<file path="src/tpf_pkg.sv">
`timescale 1ns / 1ps
// ----------------------------------------------------------------------------
// tpf_pkg
// Types, constants and the CRC-8 step shared by the telemetry frame builder.
// ----------------------------------------------------------------------------
package tpf_pkg;

  localparam int          LOOP_BUDGET_MS_DEF = 10;
  localparam int          QUEUE_DEPTH_DEF    = 2;
  localparam int          CPU_LOAD_MAX       = 9990;
  localparam int          FRAME_LEN          = 27;
  localparam int          PAYLOAD_LEN        = 23;
  localparam int          LEN_POS            = 2;
  localparam logic [15:0] PERIOD_RESET       = 16'd100;
  localparam logic [7:0]  SYNC0              = 8'hAA;
  localparam logic [7:0]  SYNC1              = 8'h55;
  localparam logic [7:0]  PKT_TYPE           = 8'h00;
  localparam logic [7:0]  CRC_POLY           = 8'h8C;

  typedef struct packed {
    logic [31:0]        time_ms;
    logic signed [15:0] temp_left;
    logic signed [15:0] temp_right;
    logic signed [15:0] volt_tenths;
    logic [63:0]        currents_packed;
    logic signed [15:0] pwm_left;
    logic signed [15:0] pwm_right;
    logic [31:0]        loop_time_us;
    logic [7:0]         fault_code;
    logic [15:0]        free_ram;
  } sample_t;

  typedef struct packed {
    logic [7:0] frame_byte;
    logic       last_byte;
  } result_t;

  // Payload of one frame as it waits in the queue
  typedef struct packed {
    logic [15:0] free_ram;
    logic [7:0]  fault_code;
    logic [15:0] cpu_load;
    logic [15:0] pwm_right;
    logic [15:0] pwm_left;
    logic [15:0] cur_max;
    logic [15:0] volt_tenths;
    logic [15:0] temp_right;
    logic [15:0] temp_left;
    logic [31:0] time_ms;
    logic [7:0]  seq;
  } frame_t;

  typedef struct packed {
    logic full;
    logic empty;
  } q_status_t;

  function automatic logic [7:0] crc_advance(input logic [7:0] c, input logic [7:0] d);
    logic [7:0] r;
    r = c ^ d;
    for (int k = 0; k < 8; k++) begin
      r = r[0] ? ((r >> 1) ^ CRC_POLY) : (r >> 1);
    end
    return r;
  endfunction

endpackage

</file>
<file path="src/telemetry_packet_framer_crc8_top.sv">
`timescale 1ns / 1ps
// ----------------------------------------------------------------------------
// telemetry_packet_framer_crc8_top
// Rate-limited telemetry framer: sync, length, payload and CRC-8 per sample.
// ----------------------------------------------------------------------------
//   channel | signals                      | moves
//   in      | in_valid, in_stall, in_word  | one sample word
//   out     | out_valid, out_stall, out_word | one frame byte word
//   cfg     | cfg_we, cfg_wdata            | send period in ms
//
// A sample is taken every cycle unless the input stalls; a sent one becomes
// 27 output words, one per cycle unless the output stalls, from the byte
// serializer and its CRC register. Samples inside the period make no words.
// Reset sets the period to 100 and clears time, sequence and queue.
// Output stall holds the serializer; input stalls while a built payload
// waits on a full queue.
// ----------------------------------------------------------------------------
module telemetry_packet_framer_crc8_top #(
  parameter int LOOP_BUDGET_MS = tpf_pkg::LOOP_BUDGET_MS_DEF,
  parameter int QUEUE_DEPTH    = tpf_pkg::QUEUE_DEPTH_DEF
) (
  input  logic             clk,
  input  logic             rst,
  input  logic             in_valid,
  output logic             in_stall,
  input  tpf_pkg::sample_t in_word,
  output logic             out_valid,
  input  logic             out_stall,
  output tpf_pkg::result_t out_word,
  input  logic             cfg_we,
  input  logic [15:0]      cfg_wdata
);
  import tpf_pkg::*;

  q_status_t q_stat;
  logic      push;
  logic      pop;
  frame_t    push_data;
  frame_t    head;

  tpf_front #(
    .LOOP_BUDGET_MS(LOOP_BUDGET_MS)
  ) u_front (
    .clk      (clk),
    .rst      (rst),
    .in_valid (in_valid),
    .in_stall (in_stall),
    .in_word  (in_word),
    .cfg_we   (cfg_we),
    .cfg_wdata(cfg_wdata),
    .q_stat   (q_stat),
    .push     (push),
    .push_data(push_data)
  );

  tpf_queue #(
    .DEPTH(QUEUE_DEPTH)
  ) u_queue (
    .clk      (clk),
    .rst      (rst),
    .push     (push),
    .push_data(push_data),
    .pop      (pop),
    .head     (head),
    .q_stat   (q_stat)
  );

  tpf_back u_back (
    .clk      (clk),
    .rst      (rst),
    .head     (head),
    .q_stat   (q_stat),
    .pop      (pop),
    .out_valid(out_valid),
    .out_stall(out_stall),
    .out_word (out_word)
  );

  a_push_not_full: assert property (@(posedge clk) disable iff (rst)
    push |-> !q_stat.full)
    else $error("push into full queue");

  a_pop_not_empty: assert property (@(posedge clk) disable iff (rst)
    pop |-> !q_stat.empty)
    else $error("pop from empty queue");

  a_last_not_repeated: assert property (@(posedge clk) disable iff (rst)
    out_valid && !out_stall && out_word.last_byte |=> !out_valid || !out_word.last_byte)
    else $error("two frame ends in a row");

  a_stall_needs_full: assert property (@(posedge clk) disable iff (rst)
    in_stall |-> q_stat.full)
    else $error("input stalled with queue space");

endmodule

</file>
<file path="src/tpf_front.sv">
`timescale 1ns / 1ps
// ----------------------------------------------------------------------------
// tpf_front
// Takes samples, applies the send period, builds the frame payload.
// ----------------------------------------------------------------------------
module tpf_front #(
  parameter int LOOP_BUDGET_MS = tpf_pkg::LOOP_BUDGET_MS_DEF
) (
  input  logic              clk,
  input  logic              rst,
  input  logic              in_valid,
  output logic              in_stall,
  input  tpf_pkg::sample_t  in_word,
  input  logic              cfg_we,
  input  logic [15:0]       cfg_wdata,
  input  tpf_pkg::q_status_t q_stat,
  output logic              push,
  output tpf_pkg::frame_t   push_data
);
  import tpf_pkg::*;

  localparam int          CLAMP_AT = (CPU_LOAD_MAX + 1) * LOOP_BUDGET_MS;
  localparam int          X_W      = $clog2(CLAMP_AT);
  localparam int          L_W      = $clog2(LOOP_BUDGET_MS);
  localparam int          SHIFT    = X_W + L_W;
  localparam int          M_W      = X_W + 1;
  localparam int          PROD_W   = X_W + M_W;
  localparam logic [63:0] MUL_FULL = ((64'd1 << SHIFT) + 64'(LOOP_BUDGET_MS) - 64'd1)
                                     / 64'(LOOP_BUDGET_MS);
  localparam logic [M_W-1:0] MUL   = MUL_FULL[M_W-1:0];

  logic [15:0]       period;
  logic [31:0]       last_sent_time;
  logic [7:0]        seq;
  logic              send;
  logic              accept;

  logic              s1_valid;
  sample_t           s1_word;
  logic [7:0]        s1_seq;
  logic              s1_clamp;
  logic [PROD_W-1:0] s1_prod;

  logic [31:0]       elapsed;
  logic [15:0]       cur [4];
  logic [15:0]       cur_max;
  logic [15:0]       cpu_load;

  assign elapsed  = in_word.time_ms - last_sent_time;
  assign send     = elapsed >= {16'd0, period};
  assign in_stall = s1_valid && q_stat.full;
  assign accept   = in_valid && !in_stall;
  assign push     = s1_valid && !q_stat.full;

  always_ff @(posedge clk) begin
    if (rst) begin
      period         <= PERIOD_RESET;
      last_sent_time <= '0;
      seq            <= '0;
      s1_valid       <= 1'b0;
    end else begin
      if (cfg_we) begin
        period <= cfg_wdata;
      end
      if (accept && send) begin
        last_sent_time <= in_word.time_ms;
        seq            <= seq + 8'd1;
        s1_valid       <= 1'b1;
      end else if (push) begin
        s1_valid <= 1'b0;
      end
    end
  end

  always_ff @(posedge clk) begin
    if (accept && send) begin
      s1_word  <= in_word;
      s1_seq   <= seq;
      s1_clamp <= in_word.loop_time_us >= 32'(CLAMP_AT);
      s1_prod  <= PROD_W'(in_word.loop_time_us[X_W-1:0]) * PROD_W'(MUL);
    end
  end

  always_comb begin
    for (int k = 0; k < 4; k++) begin
      cur[k] = s1_word.currents_packed[16*k +: 16];
    end
    cur_max = cur[0];
    for (int k = 1; k < 4; k++) begin
      if ($signed(cur[k]) > $signed(cur_max)) begin
        cur_max = cur[k];
      end
    end
    cpu_load = s1_clamp ? 16'(CPU_LOAD_MAX) : 16'(s1_prod >> SHIFT);
  end

  always_comb begin
    push_data.seq         = s1_seq;
    push_data.time_ms     = s1_word.time_ms;
    push_data.temp_left   = s1_word.temp_left;
    push_data.temp_right  = s1_word.temp_right;
    push_data.volt_tenths = s1_word.volt_tenths;
    push_data.cur_max     = cur_max;
    push_data.pwm_left    = s1_word.pwm_left;
    push_data.pwm_right   = s1_word.pwm_right;
    push_data.cpu_load    = cpu_load;
    push_data.fault_code  = s1_word.fault_code;
    push_data.free_ram    = s1_word.free_ram;
  end

endmodule

</file>
<file path="src/tpf_queue.sv">
`timescale 1ns / 1ps
// ----------------------------------------------------------------------------
// tpf_queue
// Short register queue of frame payloads between front and back.
// ----------------------------------------------------------------------------
module tpf_queue #(
  parameter int DEPTH = tpf_pkg::QUEUE_DEPTH_DEF
) (
  input  logic               clk,
  input  logic               rst,
  input  logic               push,
  input  tpf_pkg::frame_t    push_data,
  input  logic               pop,
  output tpf_pkg::frame_t    head,
  output tpf_pkg::q_status_t q_stat
);
  import tpf_pkg::*;

  localparam int PTR_W = $clog2(DEPTH);
  localparam int CNT_W = $clog2(DEPTH + 1);

  frame_t             entry [DEPTH];
  logic [PTR_W-1:0]   wr_ptr;
  logic [PTR_W-1:0]   rd_ptr;
  logic [CNT_W-1:0]   count;

  assign q_stat.full  = count == CNT_W'(DEPTH);
  assign q_stat.empty = count == '0;
  assign head         = entry[rd_ptr];

  always_ff @(posedge clk) begin
    if (rst) begin
      wr_ptr <= '0;
      rd_ptr <= '0;
      count  <= '0;
    end else begin
      if (push) begin
        wr_ptr <= (wr_ptr == PTR_W'(DEPTH - 1)) ? '0 : wr_ptr + 1'b1;
      end
      if (pop) begin
        rd_ptr <= (rd_ptr == PTR_W'(DEPTH - 1)) ? '0 : rd_ptr + 1'b1;
      end
      if (push && !pop) begin
        count <= count + 1'b1;
      end else if (pop && !push) begin
        count <= count - 1'b1;
      end
    end
  end

  always_ff @(posedge clk) begin
    if (push) begin
      entry[wr_ptr] <= push_data;
    end
  end

endmodule

</file>
<file path="src/tpf_back.sv">
`timescale 1ns / 1ps
// ----------------------------------------------------------------------------
// tpf_back
// Serializes one queued frame a byte per unstalled cycle, appends the CRC-8.
// ----------------------------------------------------------------------------
module tpf_back (
  input  logic               clk,
  input  logic               rst,
  input  tpf_pkg::frame_t    head,
  input  tpf_pkg::q_status_t q_stat,
  output logic               pop,
  output logic               out_valid,
  input  logic               out_stall,
  output tpf_pkg::result_t   out_word
);
  import tpf_pkg::*;

  localparam int IDX_W    = $clog2(FRAME_LEN);
  localparam int LAST_POS = FRAME_LEN - 1;

  logic [IDX_W-1:0]          idx;
  logic [7:0]                crc;
  logic [8*(FRAME_LEN-1)-1:0] frame_bytes;
  logic [7:0]                cur_byte;
  logic                      is_last;
  logic                      load;

  assign frame_bytes = {head.free_ram, head.fault_code, head.cpu_load, head.pwm_right,
                        head.pwm_left, head.cur_max, head.volt_tenths, head.temp_right,
                        head.temp_left, head.time_ms, PKT_TYPE, head.seq,
                        8'(PAYLOAD_LEN), SYNC1, SYNC0};

  assign is_last  = idx == IDX_W'(LAST_POS);
  assign cur_byte = is_last ? crc : frame_bytes[{idx, 3'b000} +: 8];
  assign load     = !q_stat.empty && (!out_valid || !out_stall);
  assign pop      = load && is_last;

  always_ff @(posedge clk) begin
    if (rst) begin
      idx       <= '0;
      crc       <= '0;
      out_valid <= 1'b0;
    end else begin
      if (load) begin
        out_valid <= 1'b1;
        idx       <= is_last ? '0 : idx + 1'b1;
        if (idx == IDX_W'(LEN_POS)) begin
          crc <= crc_advance(8'd0, cur_byte);
        end else if (idx > IDX_W'(LEN_POS) && !is_last) begin
          crc <= crc_advance(crc, cur_byte);
        end
      end else if (!out_stall) begin
        out_valid <= 1'b0;
      end
    end
  end

  always_ff @(posedge clk) begin
    if (load) begin
      out_word.frame_byte <= cur_byte;
      out_word.last_byte  <= is_last;
    end
  end

endmodule

</file>
<file path="config.mk">
export PLATFORM = sky130hd
export DESIGN_NAME = telemetry_packet_framer_crc8_top
export DESIGN_NICKNAME = d
export VERILOG_FILES = /design/src/tpf_pkg.sv /design/src/telemetry_packet_framer_crc8_top.sv /design/src/tpf_front.sv /design/src/tpf_queue.sv /design/src/tpf_back.sv
export SDC_FILE = /design/constraint.sdc
export NUM_CORES = 1
export LEC_CHECK = 0
export BUFFER_PORTS_ARGS = -buffer_cell sky130_fd_sc_hd__buf_2
export CAP_MARGIN = 10
export CORE_AREA = 4 4 229 321
export DETAILED_ROUTE_END_ITERATION = 12
export DIE_AREA = 0 0 233 325
export GPL_TIMING_DRIVEN = 0
export PLACE_DENSITY = 0.7
export SLEW_MARGIN = 5
export SYNTH_ARGS = -nofsm -noshare
export SYNTH_HDL_FRONTEND = slang
export SYNTH_SLANG_ARGS = --single-unit
</file>
<file path="constraint.sdc">
create_clock -name clk -period 8.9 [get_ports clk]
set_input_delay 1.78 -clock clk [delete_from_list [all_inputs] [get_ports clk]]
set_output_delay 1.78 -clock clk [all_outputs]
set_load 0.02 [all_outputs]
</file>
==> out/metrics.csv <==
stage,metric,value,unit
hold_path,hold_class,reg2reg,
sta,setup_violations,0,
cells_and_area,register_area,18900,um2
floorplanning,dieArea,75700,um2
routing,antenna_left,0,
global_routing,grtUsageMet2,39.1,%
sta,clock_skew,0.0493,ns
routing,vias,19800,
logic_synthesis,netlist_area,33000,um2
logic_synthesis,synth_cell_types,89,
sta,rsz0062_at_grt,no,
setup_path,critical_path_arrival,8.68,ns
placement,port_buffers,261,
setup_path,cpMostUsedCell,a21oi_1,
clock_network,clk_pin_slew_worst_paths,0.07,ns
power_and_ir_drop,powerDensity,238,nW/um2
cells_and_area,design_area,37800,um2
global_routing,grt_max_degree,83,
global_routing,grt_pass1_vias,21400,
cells_and_area,layout.nets,3206,
cells_and_area,syn_to_final_growth,14.8,%
setup_path,worst_path_max_delay_cell,mux2i_1,
logic_synthesis,synth_seq_cells,656,
setup_path,start_kind,flip-flop,
cells_and_area,fin_cells,3615,
global_routing,top_usage_layer,met2,
power_and_ir_drop,power_leakage,14.9,nW
setup_path,cpLargestDelayFamily,compound AO/OA/AOI/OAI gates,
logic_synthesis,async_flop_share,0,%
logic_synthesis,synth_edf_count,580,
clock_network,clk_latency,0.66,ns
sta,slew_headroom,21.9,%
logic_synthesis,seq_area_frac_synth,57.5,%
setup_path,cp_data_required_time,9.28,ns
sta,hold_violations,0,
clock_network,cts_buffers,61,
logic_synthesis,yosys.area_share.simple,5.30,%
placement,placed_cell_area,35800,um2
floorplanning,rows,116,
cells_and_area,multi_input_area,12600,um2
clock_network,cts_tree,done,
cells_and_area,fillers,5919,
floorplanning,die_h,325,um
routing,drt_wl_total,83500,um
logic_synthesis,synth_compound_area_share,6.92,%
logic_synthesis,ys.flop_type,edfxtp_1,
clock_network,htree_levels,2,
logic_synthesis,synthMuxAreaShare,9.48,%
floorplanning,io-pin-count,264,
clock_network,cts_root_buffer,clkbuf_16,
clock_network,cts_sinks,656,
clock_network,clockBufferDepth,3,
routing,drt_iter0_drc,1210,
setup_path,cp_max_fo,10,
global_routing,use_met3,3.68,%
status,status,"complete, no violations",
clock_network,cts_hold_buf,0,
floorplanning,initial_utilization,46.5,%
routing,dr.pass1.iters,7,
global_routing,grt_util_met1,25.7,%
setup_path,endpoint_kind,flip-flop,
routing,drcViolationCount,0,
logic_synthesis,postSynthAreaPerCell,14.4,um2
sta,fin_crit_sh,93.3,%
routing,wire_per_inst,23.1,um
floorplanning,core_area,70800,um2
placement,dpl.hpwl,64100,um
sta,tightest_slew,1.16,ns
placement,placed_cells,3504,
floorplanning,dieWidth,233,um
global_routing,overflow,0,
logic_synthesis,synth-adder-area-share,14.6,%
logic_synthesis,syn_inst,2287,
job,maxCapViolations,0,
logic_synthesis,synth_warnings,0,
global_routing,grt_usage,22.1,%
setup_path,path_class,reg2reg,
global_routing,antenna_found_initial,5,
sta,slew_violations,0,
cells_and_area,layout-drive-gt1-share,21.0,%
setup_path,crit_path_max_incr_delay,0.52,ns
logic_synthesis,synth.net_count,2870,
routing,vias_per_cell,5.48,
setup_path,path_buf_inv,6,
logic_synthesis,synth-xor-area-share,2.02,%
logic_synthesis,synth_top_family_by_area,adder cells,
global_routing,grt_pass1_wl,125000,um
cells_and_area,layout_common_cells,"580 x edfxtp_1, 278 x buf_2, 263 x inv_1",
cells_and_area,layout_commonest_cell,edfxtp_1,
sta,fmax,120,MHz
placement,gp_congestion,0.940,
sta,period_minus_slack,8.30,ns
power_and_ir_drop,peakVddDrop,0.000219,V
-- where the power goes --
group / leakage [nW] / total, mW / internal [mW] / switching, mW
Sequential: 6.06 / 3.74 / 3.65 / 0.0818
Combinational: 7.89 / 2.58 / 1.12 / 1.46
Clock: 0.989 / 2.68 / 1.53 / 1.15
Total: 14.9 / 8.99 / 6.30 / 2.69
-- flip-flops by register name (all words and copies together), names as in the netlist, 2 cells and up, named ones only --
signal                  cells
u_front.s1_prod            14
u_front.seq                 8
u_back.out_word             9
u_front.period             16
u_queue.count               2
u_front.last_sent_time     32
u_back.crc                  8
u_back.idx                  5
u_front.cur                64
u_front.push_data         136
u_front.s1_seq              8
u_queue.entry             348
-- timing repair --
action	CTS	global route
setup endpoints to repair	0	20
buffers inserted	0	0
gates resized for setup	0	3
hold endpoints to repair	0	0
-- through the flow --
stage | power, mW | hold slack, ns | utilization, % | setup slack (ns) | TNS, ns
floorplan | 5.63 | 0.421 | - | 0.249 | 0
global placement | 6.36 | 0.425 | 50.0 | -3.62 | -624.58
detailed placement | 6.41 | 0.430 | 50.5 | 0.212 | 0
CTS | 9.11 | 0.412 | 53.4 | 0.157 | 0
global route | 9.55 | 0.425 | 53.4 | 0.0533 | 0
finish | 8.99 | 0.399 | 53.4 | 0.599 | 0
-- synthesized netlist by cell type (all sizes together), types with 7 or more instances --
library cell | number | area share (%)
a2111oi | 8 | 0.29
a211oi | 17 | 0.46
a21o | 38 | 0.87
a21oi | 91 | 1.4
a22oi | 7 | 0.17
a311oi | 13 | 0.36
a31oi | 14 | 0.27
and2 | 8 | 0.15
and3 | 8 | 0.15
buf | 43 | 0.96
clkbuf | 22 | 0.25
dfxtp | 76 | 4.6
edfxtp | 580 | 53
fa | 89 | 5.4
ha | 241 | 9.2
inv | 266 | 3.0
mux2 | 62 | 2.2
mux2i | 73 | 2.2
mux4 | 74 | 5.1
nand2 | 80 | 0.91
nand2b | 14 | 0.27
nand3 | 26 | 0.39
nand4 | 13 | 0.25
nor2 | 120 | 1.4
nor2b | 28 | 0.53
nor3 | 24 | 0.38
nor4 | 9 | 0.19
o2111ai | 8 | 0.21
o211ai | 11 | 0.25
o21a | 15 | 0.34
o21ai | 48 | 0.73
o31ai | 8 | 0.24
or2 | 10 | 0.20
or3 | 9 | 0.17
xnor2 | 41 | 1.1
xor2 | 26 | 0.69
-- kinds of logic after synthesis --
family | count (synthesis)
AO/OA/AOI/OAI | 328
XOR/XNOR | 70
adder cells (fa/ha/maj) | 330
buffers and inverters | 332
flip-flops | 656
multiplexers | 209
AND/OR/NAND/NOR | 362
-- final cells by class --
cell class | count | share of cell area, %
sequential | 656 | 50.1
multi-input combinational | 1299 | 33.4
clock buffer | 76 | 4.27
timing repair buffer | 273 | 4.25
tap | 944 | 3.12
inverter | 267 | 2.65
clock inverter | 33 | 1.14
buffer | 65 | 1.08
antenna | 2 | 0.0132
-- final timing paths --
path                    startpoint                    to  slack, ns  depth (start not counted)
max                u_front.cur[41]  u_queue.entry[1][90]       0.60                         35
min          u_front.push_data[28]  u_queue.entry[0][28]       0.40                          0
max reg2reg        u_front.cur[41]  u_queue.entry[1][90]       0.60                         35
min reg2reg  u_front.push_data[28]  u_queue.entry[0][28]       0.40                          0
-- per-layer routing --
layer	wire length (um)	part of all wire [%]	vias to the layer above
met5	26	0.031	-
met4	4740	5.7	4
met1	30900	37	9768
met2	43100	52	686
li1	-	-	9142
met3	4680	5.6	214
Power figures use the tool's default switching activity.
